`src/hdl/tsme_pkg.sv`:
```
// Shared types and constants of the two-set membership engine.
`default_nettype none
package tsme_pkg;

   localparam int ELEM_W = 32;
   localparam int SIZE_W = 5;

   // Operation codes of an input item.
   localparam logic [2:0] OP_ADD      = 3'd0;
   localparam logic [2:0] OP_REMOVE   = 3'd1;
   localparam logic [2:0] OP_CONTAINS = 3'd2;
   localparam logic [2:0] OP_UNION    = 3'd3;
   localparam logic [2:0] OP_INTERSEC = 3'd4;
   localparam logic [2:0] OP_DIFF     = 3'd5;
   localparam logic [2:0] OP_SUBSET   = 3'd6;

   // Status codes of a result item.
   localparam logic [1:0] ST_DONE      = 2'd0;
   localparam logic [1:0] ST_NO_CHANGE = 2'd1;
   localparam logic [1:0] ST_FULL      = 2'd2;

   // One result item handed from the sequencer to the output register.
   typedef struct packed {
      logic                     push;
      logic signed [ELEM_W-1:0] element_out;
      logic                     element_valid;
      logic                     answer_flag;
      logic [1:0]               status;
      logic [SIZE_W-1:0]        set_size;
      logic                     last;
   } rsp_push_type;

endpackage
`default_nettype wire

```
`src/hdl/tsme_req_if.sv`:
```
// Request channel interface: operation items into the engine.
`default_nettype none
interface tsme_req_if;
   logic              valid;
   logic              ready;
   logic [2:0]        operation;
   logic              set_select;
   logic signed [31:0] element;

   modport source (output valid, output operation, output set_select, output element,
                   input ready);
   modport sink   (input valid, input operation, input set_select, input element,
                   output ready);
endinterface
`default_nettype wire

```
`src/hdl/tsme_rsp_if.sv`:
```
// Response channel interface: result items out of the engine.
`default_nettype none
interface tsme_rsp_if;
   logic               valid;
   logic               ready;
   logic signed [31:0] element_out;
   logic               element_valid;
   logic               answer_flag;
   logic [1:0]         status;
   logic [4:0]         set_size;
   logic               last;

   modport source (output valid, output element_out, output element_valid,
                   output answer_flag, output status, output set_size, output last,
                   input ready);
   modport sink   (input valid, input element_out, input element_valid,
                   input answer_flag, input status, input set_size, input last,
                   output ready);
endinterface
`default_nettype wire

```
`src/hdl/tsme_ram.sv`:
```
// Generic single-write, single-read RAM with registered read data.
`default_nettype none
module tsme_ram #(
   parameter int WIDTH = 32,
   parameter int DEPTH = 16
) (
   input  wire logic                             clock,
   input  wire logic                             wr_en,
   input  wire logic [$clog2(DEPTH)-1:0]         wr_addr,
   input  wire logic [WIDTH-1:0]                 wr_data,
   input  wire logic [$clog2(DEPTH)-1:0]         rd_addr,
   output logic      [WIDTH-1:0]                 rd_data
);

   logic [WIDTH-1:0] mem_ff [DEPTH];
   logic [WIDTH-1:0] rd_data_ff;

   always_ff @(posedge clock) begin
      if (wr_en) begin
         mem_ff[wr_addr] <= wr_data;
      end
      rd_data_ff <= mem_ff[rd_addr];
   end

   assign rd_data = rd_data_ff;

endmodule
`default_nettype wire

```
`src/hdl/tsme_seq.sv`:
```
// Sequencer, set stores and shared compare unit of the membership engine.
`default_nettype none
module tsme_seq #(
   parameter int SET_CAPACITY = 16
) (
   input  wire logic            clock,
   input  wire logic            reset,
   tsme_req_if.sink             req,
   output tsme_pkg::rsp_push_type push,
   input  wire logic            push_free
);

   localparam int ElemW  = tsme_pkg::ELEM_W;
   localparam int SizeW  = tsme_pkg::SIZE_W;
   localparam int AddrW  = $clog2(SET_CAPACITY);
   localparam int CntW   = $clog2(SET_CAPACITY + 1);
   localparam logic [CntW-1:0] CapCnt = CntW'(SET_CAPACITY);

   typedef enum logic [10:0] {
      ST_IDLE     = 11'b000_0000_0001,
      ST_SRCH_RD  = 11'b000_0000_0010,
      ST_SRCH_CMP = 11'b000_0000_0100,
      ST_RESOLVE  = 11'b000_0000_1000,
      ST_OUTER_RD = 11'b000_0001_0000,
      ST_OUTER_CAP= 11'b000_0010_0000,
      ST_KEEP     = 11'b000_0100_0000,
      ST_SHIFT_RD = 11'b000_1000_0000,
      ST_SHIFT_WR = 11'b001_0000_0000,
      ST_FINISH   = 11'b010_0000_0000,
      ST_DONE     = 11'b100_0000_0000
   } state_type;

   state_type         state_ff, state_in;
   logic [2:0]        op_ff, op_in;
   logic              sel_ff, sel_in;
   logic [ElemW-1:0]  key_ff, key_in;
   logic              pass_ff, pass_in;
   logic [CntW-1:0]   i_ff, i_in;
   logic [CntW-1:0]   j_ff, j_in;
   logic              hit_ff, hit_in;
   logic              flag_ff, flag_in;
   logic [1:0]        status_ff, status_in;
   logic              srch_ff, srch_in;
   logic [ElemW-1:0]  pend_ff, pend_in;
   logic              pend_vld_ff, pend_vld_in;
   logic [CntW-1:0]   cnt0_ff, cnt0_in;
   logic [CntW-1:0]   cnt1_ff, cnt1_in;
   logic              rd_sel_ff, rd_sel_in;

   logic              wr_en;
   logic              wr_set;
   logic [AddrW-1:0]  wr_addr;
   logic [ElemW-1:0]  wr_data;
   logic [AddrW-1:0]  rd_addr;
   logic [ElemW-1:0]  q0, q1, rd_data;
   logic [CntW-1:0]   cnt_sel, cnt_outer, cnt_srch, cnt_sel_in, jm1;
   logic              outer_set, eq, keep;

   tsme_ram #(.WIDTH(ElemW), .DEPTH(SET_CAPACITY)) u_ram0 (
      .clock   (clock),
      .wr_en   (wr_en && !wr_set),
      .wr_addr (wr_addr),
      .wr_data (wr_data),
      .rd_addr (rd_addr),
      .rd_data (q0)
   );

   tsme_ram #(.WIDTH(ElemW), .DEPTH(SET_CAPACITY)) u_ram1 (
      .clock   (clock),
      .wr_en   (wr_en && wr_set),
      .wr_addr (wr_addr),
      .wr_data (wr_data),
      .rd_addr (rd_addr),
      .rd_data (q1)
   );

   assign outer_set = sel_ff ^ pass_ff;
   assign cnt_sel   = sel_ff    ? cnt1_ff : cnt0_ff;
   assign cnt_outer = outer_set ? cnt1_ff : cnt0_ff;
   assign cnt_srch  = srch_ff   ? cnt1_ff : cnt0_ff;
   assign rd_data   = rd_sel_ff ? q1 : q0;
   assign eq        = (rd_data == key_ff);
   assign jm1       = j_ff - 1'b1;

   // Intersection keeps hits; difference and the second union pass keep misses.
   assign keep = (op_ff == tsme_pkg::OP_INTERSEC) ? hit_ff : !hit_ff;

   assign req.ready = (state_ff == ST_IDLE);

   always_comb begin
      state_in    = state_ff;
      op_in       = op_ff;
      sel_in      = sel_ff;
      key_in      = key_ff;
      pass_in     = pass_ff;
      i_in        = i_ff;
      j_in        = j_ff;
      hit_in      = hit_ff;
      flag_in     = flag_ff;
      status_in   = status_ff;
      srch_in     = srch_ff;
      pend_in     = pend_ff;
      pend_vld_in = pend_vld_ff;
      cnt_sel_in  = cnt_sel;
      wr_en       = 1'b0;
      wr_set      = sel_ff;
      wr_addr     = j_ff[AddrW-1:0];
      wr_data     = key_ff;
      push        = '0;

      if (state_ff == ST_OUTER_RD) begin
         rd_addr   = i_ff[AddrW-1:0];
         rd_sel_in = outer_set;
      end else if (state_ff == ST_SHIFT_RD) begin
         rd_addr   = j_ff[AddrW-1:0];
         rd_sel_in = sel_ff;
      end else begin
         rd_addr   = j_ff[AddrW-1:0];
         rd_sel_in = srch_ff;
      end

      case (state_ff)
         ST_IDLE: begin
            if (req.valid) begin
               op_in       = req.operation;
               sel_in      = req.set_select;
               srch_in     = req.set_select;
               key_in      = req.element;
               status_in   = tsme_pkg::ST_DONE;
               flag_in     = (req.operation == tsme_pkg::OP_SUBSET);
               hit_in      = 1'b0;
               pass_in     = 1'b0;
               i_in        = '0;
               j_in        = '0;
               pend_vld_in = 1'b0;
               case (req.operation)
                  tsme_pkg::OP_ADD,
                  tsme_pkg::OP_REMOVE,
                  tsme_pkg::OP_CONTAINS: state_in = ST_SRCH_RD;
                  tsme_pkg::OP_UNION,
                  tsme_pkg::OP_INTERSEC,
                  tsme_pkg::OP_DIFF,
                  tsme_pkg::OP_SUBSET:   state_in = ST_OUTER_RD;
                  default: begin
                     status_in = tsme_pkg::ST_NO_CHANGE;
                     state_in  = ST_DONE;
                  end
               endcase
            end
         end
         ST_SRCH_RD: begin
            if (j_ff >= cnt_srch) begin
               hit_in   = 1'b0;
               state_in = ST_RESOLVE;
            end else begin
               state_in = ST_SRCH_CMP;
            end
         end
         ST_SRCH_CMP: begin
            if (eq) begin
               hit_in   = 1'b1;
               state_in = ST_RESOLVE;
            end else begin
               j_in     = j_ff + 1'b1;
               state_in = ST_SRCH_RD;
            end
         end
         ST_RESOLVE: begin
            case (op_ff)
               tsme_pkg::OP_ADD: begin
                  state_in = ST_DONE;
                  if (hit_ff) begin
                     status_in = tsme_pkg::ST_NO_CHANGE;
                  end else if (cnt_sel >= CapCnt) begin
                     status_in = tsme_pkg::ST_FULL;
                  end else begin
                     wr_en      = 1'b1;
                     wr_addr    = cnt_sel[AddrW-1:0];
                     cnt_sel_in = cnt_sel + 1'b1;
                  end
               end
               tsme_pkg::OP_REMOVE: begin
                  if (hit_ff) begin
                     j_in     = j_ff + 1'b1;
                     state_in = ST_SHIFT_RD;
                  end else begin
                     status_in = tsme_pkg::ST_NO_CHANGE;
                     state_in  = ST_DONE;
                  end
               end
               tsme_pkg::OP_CONTAINS: begin
                  flag_in  = hit_ff;
                  state_in = ST_DONE;
               end
               tsme_pkg::OP_SUBSET: begin
                  if (hit_ff) begin
                     i_in     = i_ff + 1'b1;
                     state_in = ST_OUTER_RD;
                  end else begin
                     flag_in  = 1'b0;
                     state_in = ST_DONE;
                  end
               end
               default: begin
                  if (keep) begin
                     state_in = ST_KEEP;
                  end else begin
                     i_in     = i_ff + 1'b1;
                     state_in = ST_OUTER_RD;
                  end
               end
            endcase
         end
         ST_OUTER_RD: begin
            if (i_ff >= cnt_outer) begin
               if (op_ff == tsme_pkg::OP_SUBSET) begin
                  state_in = ST_DONE;
               end else if (op_ff == tsme_pkg::OP_UNION && !pass_ff) begin
                  pass_in = 1'b1;
                  i_in    = '0;
               end else begin
                  state_in = ST_FINISH;
               end
            end else begin
               state_in = ST_OUTER_CAP;
            end
         end
         ST_OUTER_CAP: begin
            key_in = rd_data;
            if (op_ff == tsme_pkg::OP_UNION && !pass_ff) begin
               state_in = ST_KEEP;
            end else begin
               srch_in  = !outer_set;
               j_in     = '0;
               state_in = ST_SRCH_RD;
            end
         end
         ST_KEEP: begin
            // The newest kept element waits in the pending register so that
            // the final one can carry the last mark.
            if (!pend_vld_ff) begin
               pend_in     = key_ff;
               pend_vld_in = 1'b1;
               i_in        = i_ff + 1'b1;
               state_in    = ST_OUTER_RD;
            end else if (push_free) begin
               push.push          = 1'b1;
               push.element_out   = pend_ff;
               push.element_valid = 1'b1;
               push.set_size      = SizeW'(cnt_sel);
               pend_in            = key_ff;
               i_in               = i_ff + 1'b1;
               state_in           = ST_OUTER_RD;
            end
         end
         ST_SHIFT_RD: begin
            if (j_ff >= cnt_sel) begin
               cnt_sel_in = cnt_sel - 1'b1;
               state_in   = ST_DONE;
            end else begin
               state_in = ST_SHIFT_WR;
            end
         end
         ST_SHIFT_WR: begin
            wr_en    = 1'b1;
            wr_addr  = jm1[AddrW-1:0];
            wr_data  = rd_data;
            j_in     = j_ff + 1'b1;
            state_in = ST_SHIFT_RD;
         end
         ST_FINISH: begin
            if (push_free) begin
               push.push          = 1'b1;
               push.element_out   = pend_vld_ff ? pend_ff : '0;
               push.element_valid = pend_vld_ff;
               push.set_size      = SizeW'(cnt_sel);
               push.last          = 1'b1;
               state_in           = ST_IDLE;
            end
         end
         ST_DONE: begin
            if (push_free) begin
               push.push        = 1'b1;
               push.answer_flag = flag_ff;
               push.status      = status_ff;
               push.set_size    = SizeW'(cnt_sel);
               push.last        = 1'b1;
               state_in         = ST_IDLE;
            end
         end
         default: begin
            state_in = ST_IDLE;
         end
      endcase

      cnt0_in = sel_ff ? cnt0_ff : cnt_sel_in;
      cnt1_in = sel_ff ? cnt_sel_in : cnt1_ff;
   end

   always_ff @(posedge clock) begin
      if (reset) begin
         state_ff    <= ST_IDLE;
         cnt0_ff     <= '0;
         cnt1_ff     <= '0;
         pend_vld_ff <= 1'b0;
      end else begin
         state_ff    <= state_in;
         cnt0_ff     <= cnt0_in;
         cnt1_ff     <= cnt1_in;
         pend_vld_ff <= pend_vld_in;
      end
   end

   always_ff @(posedge clock) begin
      op_ff     <= op_in;
      sel_ff    <= sel_in;
      key_ff    <= key_in;
      pass_ff   <= pass_in;
      i_ff      <= i_in;
      j_ff      <= j_in;
      hit_ff    <= hit_in;
      flag_ff   <= flag_in;
      status_ff <= status_in;
      srch_ff   <= srch_in;
      pend_ff   <= pend_in;
      rd_sel_ff <= rd_sel_in;
   end

endmodule
`default_nettype wire

```
`src/hdl/tsme_out_stage.sv`:
```
// Output register that holds one result item until the receiver takes it.
`default_nettype none
module tsme_out_stage (
   input  wire logic              clock,
   input  wire logic              reset,
   input  wire tsme_pkg::rsp_push_type push,
   output logic                   push_free,
   tsme_rsp_if.source             rsp
);

   logic                   full_ff, full_in;
   tsme_pkg::rsp_push_type data_ff, data_in;

   assign push_free = !full_ff || rsp.ready;

   always_comb begin
      full_in = full_ff;
      data_in = data_ff;
      if (push.push) begin
         full_in = 1'b1;
         data_in = push;
      end else if (rsp.ready) begin
         full_in = 1'b0;
      end
   end

   always_ff @(posedge clock) begin
      if (reset) begin
         full_ff <= 1'b0;
      end else begin
         full_ff <= full_in;
      end
   end

   always_ff @(posedge clock) begin
      data_ff <= data_in;
   end

   assign rsp.valid         = full_ff;
   assign rsp.element_out   = data_ff.element_out;
   assign rsp.element_valid = data_ff.element_valid;
   assign rsp.answer_flag   = data_ff.answer_flag;
   assign rsp.status        = data_ff.status;
   assign rsp.set_size      = data_ff.set_size;
   assign rsp.last          = data_ff.last;

endmodule
`default_nettype wire

```
`src/hdl/two_set_membership_engine.sv`:
```
// Top level of the two-set membership engine: sequencer and output register.
//
// The engine keeps two sets of distinct signed 32-bit values in insertion order.
// Each request item on req_ch names an operation (add, remove, contains, union,
// intersection, difference, subset) and a selected set; the other set is the
// right-hand operand. Every request gives one or more result items on rsp_ch,
// and the final one carries last.
// One request is worked at a time: req_ch.ready is high only while the
// sequencer is idle. A single 32-bit equality compare and one read port per
// set store are reused step by step, with a read and then a compare for every
// stored entry that is visited. Add, remove and contains search the selected
// set; subset, intersection and difference search the other set for each entry
// of the selected set; union adds a second walk over the other set, checked
// against the selected set. Reset clears both counts, so both sets read as
// empty; the stores themselves need no clearing. The result register lets the
// next request be taken while the last result waits; if the receiver stalls,
// the sequencer stops at its next result and waits, losing nothing.
`default_nettype none
module two_set_membership_engine #(
   parameter int SET_CAPACITY = 16
) (
   input  wire logic  clock,
   input  wire logic  reset,
   tsme_req_if.sink   req_ch,
   tsme_rsp_if.source rsp_ch
);

   // Result items travel from the sequencer to the output register as a struct.
   tsme_pkg::rsp_push_type push;
   logic                   push_free;

   tsme_seq #(.SET_CAPACITY(SET_CAPACITY)) u_seq (
      .clock     (clock),
      .reset     (reset),
      .req       (req_ch),
      .push      (push),
      .push_free (push_free)
   );

   tsme_out_stage u_out (
      .clock     (clock),
      .reset     (reset),
      .push      (push),
      .push_free (push_free),
      .rsp       (rsp_ch)
   );

endmodule
`default_nettype wire

```
`src/flat_wrapper.sv`:
```
// flat-port wrapper written by rule: the top's interface ports become plain ports
module two_set_membership_engine_flat 
#(
   parameter int SET_CAPACITY = 16
)
  (clock, reset, req_ch_valid, req_ch_operation, req_ch_set_select, req_ch_element, req_ch_ready, rsp_ch_valid, rsp_ch_element_out, rsp_ch_element_valid, rsp_ch_answer_flag, rsp_ch_status, rsp_ch_set_size, rsp_ch_last, rsp_ch_ready);
  tsme_req_if req_ch_i ();
  tsme_rsp_if rsp_ch_i ();
  input  wire logic clock;
  input  wire logic reset;
  input wire logic [$bits(req_ch_i.valid)-1:0] req_ch_valid;
  input wire logic [$bits(req_ch_i.operation)-1:0] req_ch_operation;
  input wire logic [$bits(req_ch_i.set_select)-1:0] req_ch_set_select;
  input wire logic [$bits(req_ch_i.element)-1:0] req_ch_element;
  output wire logic [$bits(req_ch_i.ready)-1:0] req_ch_ready;
  output wire logic [$bits(rsp_ch_i.valid)-1:0] rsp_ch_valid;
  output wire logic [$bits(rsp_ch_i.element_out)-1:0] rsp_ch_element_out;
  output wire logic [$bits(rsp_ch_i.element_valid)-1:0] rsp_ch_element_valid;
  output wire logic [$bits(rsp_ch_i.answer_flag)-1:0] rsp_ch_answer_flag;
  output wire logic [$bits(rsp_ch_i.status)-1:0] rsp_ch_status;
  output wire logic [$bits(rsp_ch_i.set_size)-1:0] rsp_ch_set_size;
  output wire logic [$bits(rsp_ch_i.last)-1:0] rsp_ch_last;
  input wire logic [$bits(rsp_ch_i.ready)-1:0] rsp_ch_ready;
  assign req_ch_i.valid = req_ch_valid;
  assign req_ch_i.operation = req_ch_operation;
  assign req_ch_i.set_select = req_ch_set_select;
  assign req_ch_i.element = req_ch_element;
  assign req_ch_ready = req_ch_i.ready;
  assign rsp_ch_valid = rsp_ch_i.valid;
  assign rsp_ch_element_out = rsp_ch_i.element_out;
  assign rsp_ch_element_valid = rsp_ch_i.element_valid;
  assign rsp_ch_answer_flag = rsp_ch_i.answer_flag;
  assign rsp_ch_status = rsp_ch_i.status;
  assign rsp_ch_set_size = rsp_ch_i.set_size;
  assign rsp_ch_last = rsp_ch_i.last;
  assign rsp_ch_i.ready = rsp_ch_ready;
  two_set_membership_engine #(.SET_CAPACITY(SET_CAPACITY)) u_core (.clock(clock), .reset(reset), .req_ch(req_ch_i), .rsp_ch(rsp_ch_i));
endmodule
```
`config.mk`:
```
export PLATFORM = sky130hd
export DESIGN_NAME = two_set_membership_engine_flat
export DESIGN_NICKNAME = d
export VERILOG_FILES = /design/src/hdl/tsme_pkg.sv /design/src/hdl/tsme_req_if.sv /design/src/hdl/tsme_rsp_if.sv /design/src/hdl/tsme_ram.sv /design/src/hdl/tsme_seq.sv /design/src/hdl/tsme_out_stage.sv /design/src/hdl/two_set_membership_engine.sv /design/src/flat_wrapper.sv
export SDC_FILE = /design/constraint.sdc
export NUM_CORES = 2
export LEC_CHECK = 0
export CAP_MARGIN = 15
export CORE_ASPECT_RATIO = 1.75
export CORE_MARGIN = 3
export CORE_UTILIZATION = 45
export DETAILED_ROUTE_END_ITERATION = 6
export DONT_BUFFER_PORTS = 1
export SLEW_MARGIN = 20
export SYNTH_ARGS = -nofsm -noshare
export SYNTH_HDL_FRONTEND = slang
export SYNTH_SLANG_ARGS = --single-unit
```
`constraint.sdc`:
```
create_clock -name clock -period 12.6 [get_ports clock]
set_clock_uncertainty 0.15 [all_clocks]
set_input_delay 1.26 -clock clock [delete_from_list [all_inputs] [get_ports clock]]
set_output_delay 1.26 -clock clock [all_outputs]
set_load 0.02 [all_outputs]
```
=== After elaboration in Yosys (flattened, before gate mapping) ===
Memory sizes are Yosys's and may differ from the RTL's. A register that Yosys moved wholly into a read port is not among the register bits.
Index checks and enable logic that the tools add are counted.

* Input port bits: 40
* Bits in writable memories: 1024
* Latch bits: 0
* Output and inout port bits: 44
* Bits in registers: 150
* Memories kept: 2
* Logic and storage cells: 218
* Bits in read-only memories: 0

* Bitwise gates (word level): 1
* Mux-type cells: 100
* Add/subtract/negate cells: 5
* Divide/modulo/power cells: 0
* Magnitude comparators: 4
* Reduce and logical (&&, ||, !) cells: 38
* Eq/ne operators: 45
* Shift-type cells: 0
* Multipliers: 0

{| class="wikitable"
|+ Memories
! memory !! depth !! bits a word !! read ports !! clocked after memory_dff !! wr ports !! line !! RTL
|-
| u_core.u_seq.u_ram0.mem_ff || 16 || 32 || 1 || 1 || 1 || tsme_ram.sv:15 || <nowiki>logic [WIDTH-1:0] mem_ff [DEPTH];</nowiki>
|-
| u_core.u_seq.u_ram1.mem_ff || 16 || 32 || 1 || 1 || 1 || tsme_ram.sv:15 ||
|}

{| class="wikitable"
|+ Operators by type and width
! operator !! count
|-
| 2-to-1 mux 32 bit || 6
|-
| 2-to-1 mux 11 bit || 10
|-
| one-hot mux 11 bit (10 select lines) || 1
|-
| 2-to-1 mux 5 bit || 21
|-
| 2-to-1 mux 34 bit || 3
|-
| one-hot mux 33 bit (2 select lines) || 1
|-
| one-hot mux 32 bit (2 select lines) || 1
|-
| one-hot mux 11 bit (3 select lines) || 1
|-
| equality test 32 bit || 1
|-
| one-hot mux 5 bit (5 select lines) || 1
|-
| 2-to-1 mux 1 bit || 24
|-
| 2-to-1 mux 4 bit || 6
|-
| one-hot mux 11 bit (2 select lines) || 1
|-
| one-hot mux 5 bit (2 select lines) || 2
|-
| one-hot mux 5 bit (4 select lines) || 1
|-
| inequality test 2 bit (second input constant) || 9
|-
| inequality test 3 bit (second input constant) || 6
|-
| adder 5 x 1 -> 5 bit (second input constant) || 3
|-
| equality test 3 bit (second input constant) || 5
|-
| >= comparator 5 bit || 3
|-
| one-hot mux 5 bit (3 select lines) || 1
|-
| 2-to-1 mux 7 bit || 2
|-
| one-hot mux 1 bit (2 select lines) || 7
|-
| equality test 3 x 2 -> 1 bit (second input constant) || 4
|-
| 42 further kinds || 73
|}

=== Longest topological paths before layout ===
* Word-level depth: 9
* Depth in mapped cells: 12
* Mapped depth without buffers: 10

=== Cells and area by module ===
From an unflattened synthesis, not the netlist that was laid out.

* Cell total of the unflattened synthesis: 2424
* Area total of the unflattened synthesis: 47616.9 um^2

{| class="wikitable"
|+ Modules (own cells, without submodules)
! module !! area each (um^2) !! cells an instance !! instances !! seq. area each (um^2)
|-
| tsme_ram at u_core.u_seq.u_ram0 || 19836.5 || 838 || 1 || 16015.4
|-
| tsme_ram at u_core.u_seq.u_ram1 || 19835.3 || 838 || 1 || 16015.4
|-
| tsme_seq || 6637.6 || 702 || 1 || 2982.9
|-
| tsme_out_stage || 1307.5 || 46 || 1 || 1281.2
|}

=== Least setup slack after synthesis ===
Ideal clock, no wire load.

* Path kind: flip-flop to flip-flop
* Start point: register u_core.u_seq.state_ff[5]
* End point: memory u_core.u_seq.u_ram1.mem_ff[4][0] (enable)
* Path slack: 8.375 ns
* Cell stages (with the launch flop): 10
* Period minus slack after synthesis: 4.225 ns
* Path buffers: 2
* Library setup time: 0.421 ns
* Required time: 12.029 ns
* Data arrival time: 3.654 ns
* Cell sequence: dfxtp_1 buf_6 or4_4 or4b_1 buf_2 a21boi_4 o21ai_4 o221a_4 nand2_2 nor2_1

* Longest elaborated chain between the ends: 5
* Elaborated cells on any way between the ends: 7
* Classes of those cells: eq/ne: 2; mux: 4; reduce/logical: 1

{| class="wikitable"
|+ Ends and longest elaborated chain
! what !! line !! RTL
|-
| start, declared || tsme_seq.sv:33 || <nowiki>state_type state_ff, state_in;</nowiki>
|-
| start signal, assigned || tsme_seq.sv:307 || <nowiki>state_ff <= state_in;</nowiki>
|-
| equality test 11 x 9 -> 1 bit / equality test 11 x 4 -> 1 bit (equally long branches) || tsme_seq.sv:122 || <nowiki>case (state_ff)</nowiki>
|-
| one-hot mux 1 bit (2 select lines) || tsme_seq.sv:122 ||
|-
| logical AND 1 bit || tsme_seq.sv:70 || <nowiki>.wr_en (wr_en && wr_set),</nowiki>
|-
| 2-to-1 mux 1 bit || tsme_ram.sv:19 || <nowiki>if (wr_en) begin</nowiki>
|-
| 2-to-1 mux 1 bit (not written as such) || tsme_ram.sv:20 || <nowiki>mem_ff[wr_addr] <= wr_data;</nowiki>
|-
| end, declared || tsme_ram.sv:15 ||
|}

Parallel ways exist; a longest one is shown, timed or not.

=== Final worst setup path ===
* Start point: register u_core.u_seq.state_ff[10]
* End point: register u_core.u_seq.u_ram0.rd_data_ff[29], in the netlist u_core.u_seq.u_ram0.rd_data[29], read port of u_core.u_seq.u_ram0.mem_ff

* Longest elaborated chain between the ends: 2

{| class="wikitable"
|+ Ends and longest elaborated chain
! what !! line !! RTL
|-
| equality test 11 x 5 -> 1 bit || tsme_seq.sv:111 || <nowiki>if (state_ff == ST_OUTER_RD) begin</nowiki>
|-
| 2-to-1 mux 4 bit || tsme_seq.sv:111 ||
|-
| end, declared || tsme_ram.sv:16 || <nowiki>logic [WIDTH-1:0] rd_data_ff;</nowiki>
|}

Every way passes these cells.
A chain may end at the register's enable or synchronous reset.

==> impl_metrics.env <==
export IMPL_status="complete, but fails checks"
export IMPL_violations="design-rule violations"
export IMPL_drive_above_1_share_pct=12.8
export IMPL_cts_setup_buffers=0
export IMPL_grt_pass1_wl_um=189000
export IMPL_drc=2
export IMPL_finalSetupTns_ns=0
export IMPL_cp_slowest_stage_delay_ns=0.83
export IMPL_postRouteAntennaNets=0
export IMPL_reg2reg_from="u_core.u_seq.state_ff[10]"
export IMPL_viasPerCell=6.00
export IMPL_antenna_found_initial=1
export IMPL_p_leak_nw=18.2
export IMPL_firstDrtPassIters=7
export IMPL_reg2reg_slack_ns=8.06
export IMPL_cts_resized=0
export IMPL_grt_pass1_vias=27800
export IMPL_cp_slowest_cell="buf_4"
export IMPL_syn_to_final_growth_pct=11.4
export IMPL_mostFrequentLayoutCells="edfxtp_1 (1150), nand2_1 (713), nand3_1 (146)"
export IMPL_initial_utilization_pct=45.5
export IMPL_avgSynthCellArea_sq_um=15.2
export IMPL_port_buffers=0
export IMPL_hold_class="flop to flop"
export IMPL_yosysUniqueCellTypes=71
export IMPL_ys_warnings_count=0
export IMPL_crit_type="flop to flop"
export IMPL_die_area_sq_um=112000
export IMPL_ys_seq_area_share_pct=74.9
export IMPL_slew_viol_final=0
export IMPL_grt_usage_pct=23.4
export IMPL_grt_setup_unrepaired="false"
export IMPL_final_common_cell="edfxtp_1"
export IMPL_place_hpwl_um=67800
export IMPL_drt_wirelength_per_cell_um=28.2
export IMPL_fmax_ghz=0.220
export IMPL_drt_initial_drc_count=2661
export IMPL_fin_crit_sh_pct=36.0
export IMPL_die_x_um=254
export IMPL_vdd_drop_max_v=0.000197
export IMPL_reg2reg_to="u_core.u_seq.u_ram0.rd_data[29]"
export IMPL_hold_violations=0
export IMPL_num_vias=27900
export IMPL_synthCells=3196
export IMPL_wl_um=131000
export IMPL_cts_made_buffers=104
export IMPL_cts_tree="yes"
export IMPL_cp_startpoint="u_core.u_seq.state_ff[10]"
export IMPL_synth_top_area_share_pct=71.3
export IMPL_crit_end="u_core.u_seq.u_ram0.rd_data[29]"
export IMPL_max_slew_margin_rel_pct=20.9
export IMPL_ys_top_cells_by_area="edfxtp_1 (71%), nand2_1 (5.5%), mux4_2 (4.1%), dfxtp_1 (3.6%), mux2i_1 (2.4%)"
export IMPL_synth_xor_area_share_pct=0.850
export IMPL_fin_nets=3264
export IMPL_reg2regPathDepth=8
export IMPL_clk_pin_slew_ns=0.06
export IMPL_synth_top_family_by_area="simple AND/OR/NAND/NOR gates"
export IMPL_tightest_slew_ns=1.15
export IMPL_drv_cap=0
export IMPL_synthSimpleGateAreaFrac_pct=10.7
export IMPL_postCtsHoldBufs=0
export IMPL_async_flop_share_pct=0
export IMPL_htree_levels=3
export IMPL_grt_max_degree=193
export IMPL_synthAdderAreaFrac_pct=0.537
export IMPL_routabilityCongestion=0.863
export IMPL_clk_latency_ns=0.70
export IMPL_core_sq_um=106000
export IMPL_final_util_pct=50.7
export IMPL_synth_edff_count=1150
export IMPL_path_max_fanout=150
export IMPL_synth_seq_cells=1238
export IMPL_fin_crit_ns=4.54
export IMPL_io_pin_count=84
export IMPL_crit_arrival_ns=4.96
export IMPL_cts_root_buf="clkbuf_16"
export IMPL_ys_dominant_reg_cell="edfxtp_1"
export IMPL_rows=158
export IMPL_synthMuxAreaShare_pct=6.56
export IMPL_setup_viol=0
export IMPL_cts_buffer_depth=3
export IMPL_cp_cell_sequence="nor4_2 > nand3_2 > mux2i_4 > buf_12 > buf_4 > mux4_2 > a22oi_1 > nand2_1"
export IMPL_cp_required_ns=13.02
export IMPL_cts_sinks=1238
export IMPL_chipHeight_um=440
export IMPL_overflow=0
export IMPL_syn_num_nets=3256
export IMPL_power_density_nw_per_um2=200
export IMPL_synth_top_area_cell="edfxtp_1"
export IMPL_synth_compound_area_share_pct=4.52
export IMPL_start_kind="flop"
export IMPL_syn_cell_area_sq_um=48400
export IMPL_worstSetupEndpointType="flop"
==> worst max-delay path: cells and delay by family, from the launching register on <==
family,cells,cell delay [ns]
DFF,1,0.42
AOI/OAI and AO/OA,1,0.26
muxes,2,0.88
and+or+nand+nor,3,1.03
buffers and inverters,2,1.48
==> state kept, by name (all words and copies together) (netlist names), 2 cells and up <==
name,count
u_core.u_out.rsp.status,2
u_core.u_seq.cnt1_ff,5
u_core.u_seq.state_ff,11
u_core.u_seq.u_ram0.rd_data,32
u_core.u_seq.i_ff,5
u_core.u_out.rsp.set_size,5
u_core.u_out.rsp.element_out,32
u_core.u_seq.j_ff,5
u_core.u_seq.u_ram1.mem_ff,512
u_core.u_seq.u_ram1.rd_data,32
u_core.u_seq.op_ff,3
u_core.u_seq.u_ram0.mem_ff,512
u_core.u_seq.cnt0_ff,5
u_core.u_seq.status_ff,2
u_core.u_seq.pend_ff,32
u_core.u_seq.key_ff,32
==> synthesized netlist by cell type (all sizes together) (4+ instances only) <==
| cell | instances |
|---|---|
| or2 | 4 |
| nor2 | 75 |
| nand3 | 148 |
| clkbuf | 83 |
| and2 | 39 |
| or4 | 6 |
| a31oi | 8 |
| nor3 | 11 |
| a21oi | 104 |
| o31ai | 4 |
| mux2 | 5 |
| nor2b | 11 |
| a21o | 6 |
| edfxtp | 1150 |
| ha | 20 |
| buf | 93 |
| nand2 | 717 |
| mux2i | 114 |
| inv | 16 |
| a22oi | 44 |
| xnor2 | 19 |
| nand2b | 11 |
| nor4 | 31 |
| a32oi | 64 |
| and3 | 4 |
| nand4 | 83 |
| mux4 | 88 |
| xor2 | 28 |
| dfxtp | 88 |
| or3 | 4 |
| o21ai | 85 |
==> cell type report <==
class | count | area (sq um)
diodes | 1 | 2.50
clock buffers | 150 | 3010
clock inverters | 45 | 482
fillers | 8663 | 52400
inverters | 16 | 60.1
multi-input cells | 1766 | 11800
flip-flops and latches | 1238 | 36300
well taps | 1360 | 1700
repair buffers | 78 | 636
==> through the flow <==
stage / total power [mW] / cells / instance area (sq um) / worst slack (ns) / hold slack, ns
after floorplan: 6.69 / 3196 / 48400 / 8.38 / 0.321
after global placement: 7.47 / 4457 / 50300 / 8.15 / 0.344
after detailed placement: 7.53 / 4457 / 50300 / 8.06 / 0.347
after CTS: 10.8 / 4652 / 53800 / 8.04 / 0.364
after global routing: 11.2 / 4654 / 53900 / 7.77 / 0.371
final: 10.8 / 4654 / 53900 / 8.06 / 0.364
==> worst min path at each step <==
stage / startpoint / end / slack (ns) / cells after the start
global placement: u_core.u_seq.key_ff[21] / u_core.u_seq.pend_ff[21] / 0.34 / 0
floorplan: u_core.u_seq.key_ff[0] / u_core.u_seq.pend_ff[0] / 0.32 / 0
global route: u_core.u_seq.key_ff[5] / u_core.u_seq.pend_ff[5] / 0.37 / 0
CTS: u_core.u_seq.key_ff[5] / u_core.u_seq.pend_ff[5] / 0.36 / 0
detailed placement: u_core.u_seq.key_ff[17] / u_core.u_seq.pend_ff[17] / 0.35 / 0
finish: u_core.u_seq.key_ff[21] / u_core.u_seq.pend_ff[21] / 0.36 / 0
==> cells by family after synthesis <==
| family | count (synthesis) |
|---|---|
| buffers and inverters | 192 |
| adders and majority gates | 21 |
| and+or+nand+nor | 1157 |
| AOI/OAI and AO/OA | 334 |
| muxes | 207 |
| DFF | 1238 |
| xor gates and xnor gates | 47 |
==> per-layer routing <==
| metal | up-vias | global-route usage [%] | part of all wire (%) |
|---|---|---|---|
| met2 | 1281 | 41.4 | 52 |
| li1 | 12100 | - | - |
| met4 | 0 | 11.0 | 4.8 |
| met5 | - | 0 | 0 |
| met3 | 331 | 3.36 | 7.0 |
| met1 | 14200 | 28.2 | 36 |
==> report_power, final <==
part / internal (mW) / switching (mW)
combinational: 0.807 / 1.72
clock: 1.85 / 1.44
sequential: 4.81 / 0.141
total: 7.46 / 3.30
(Power assumes the default switching activity.)
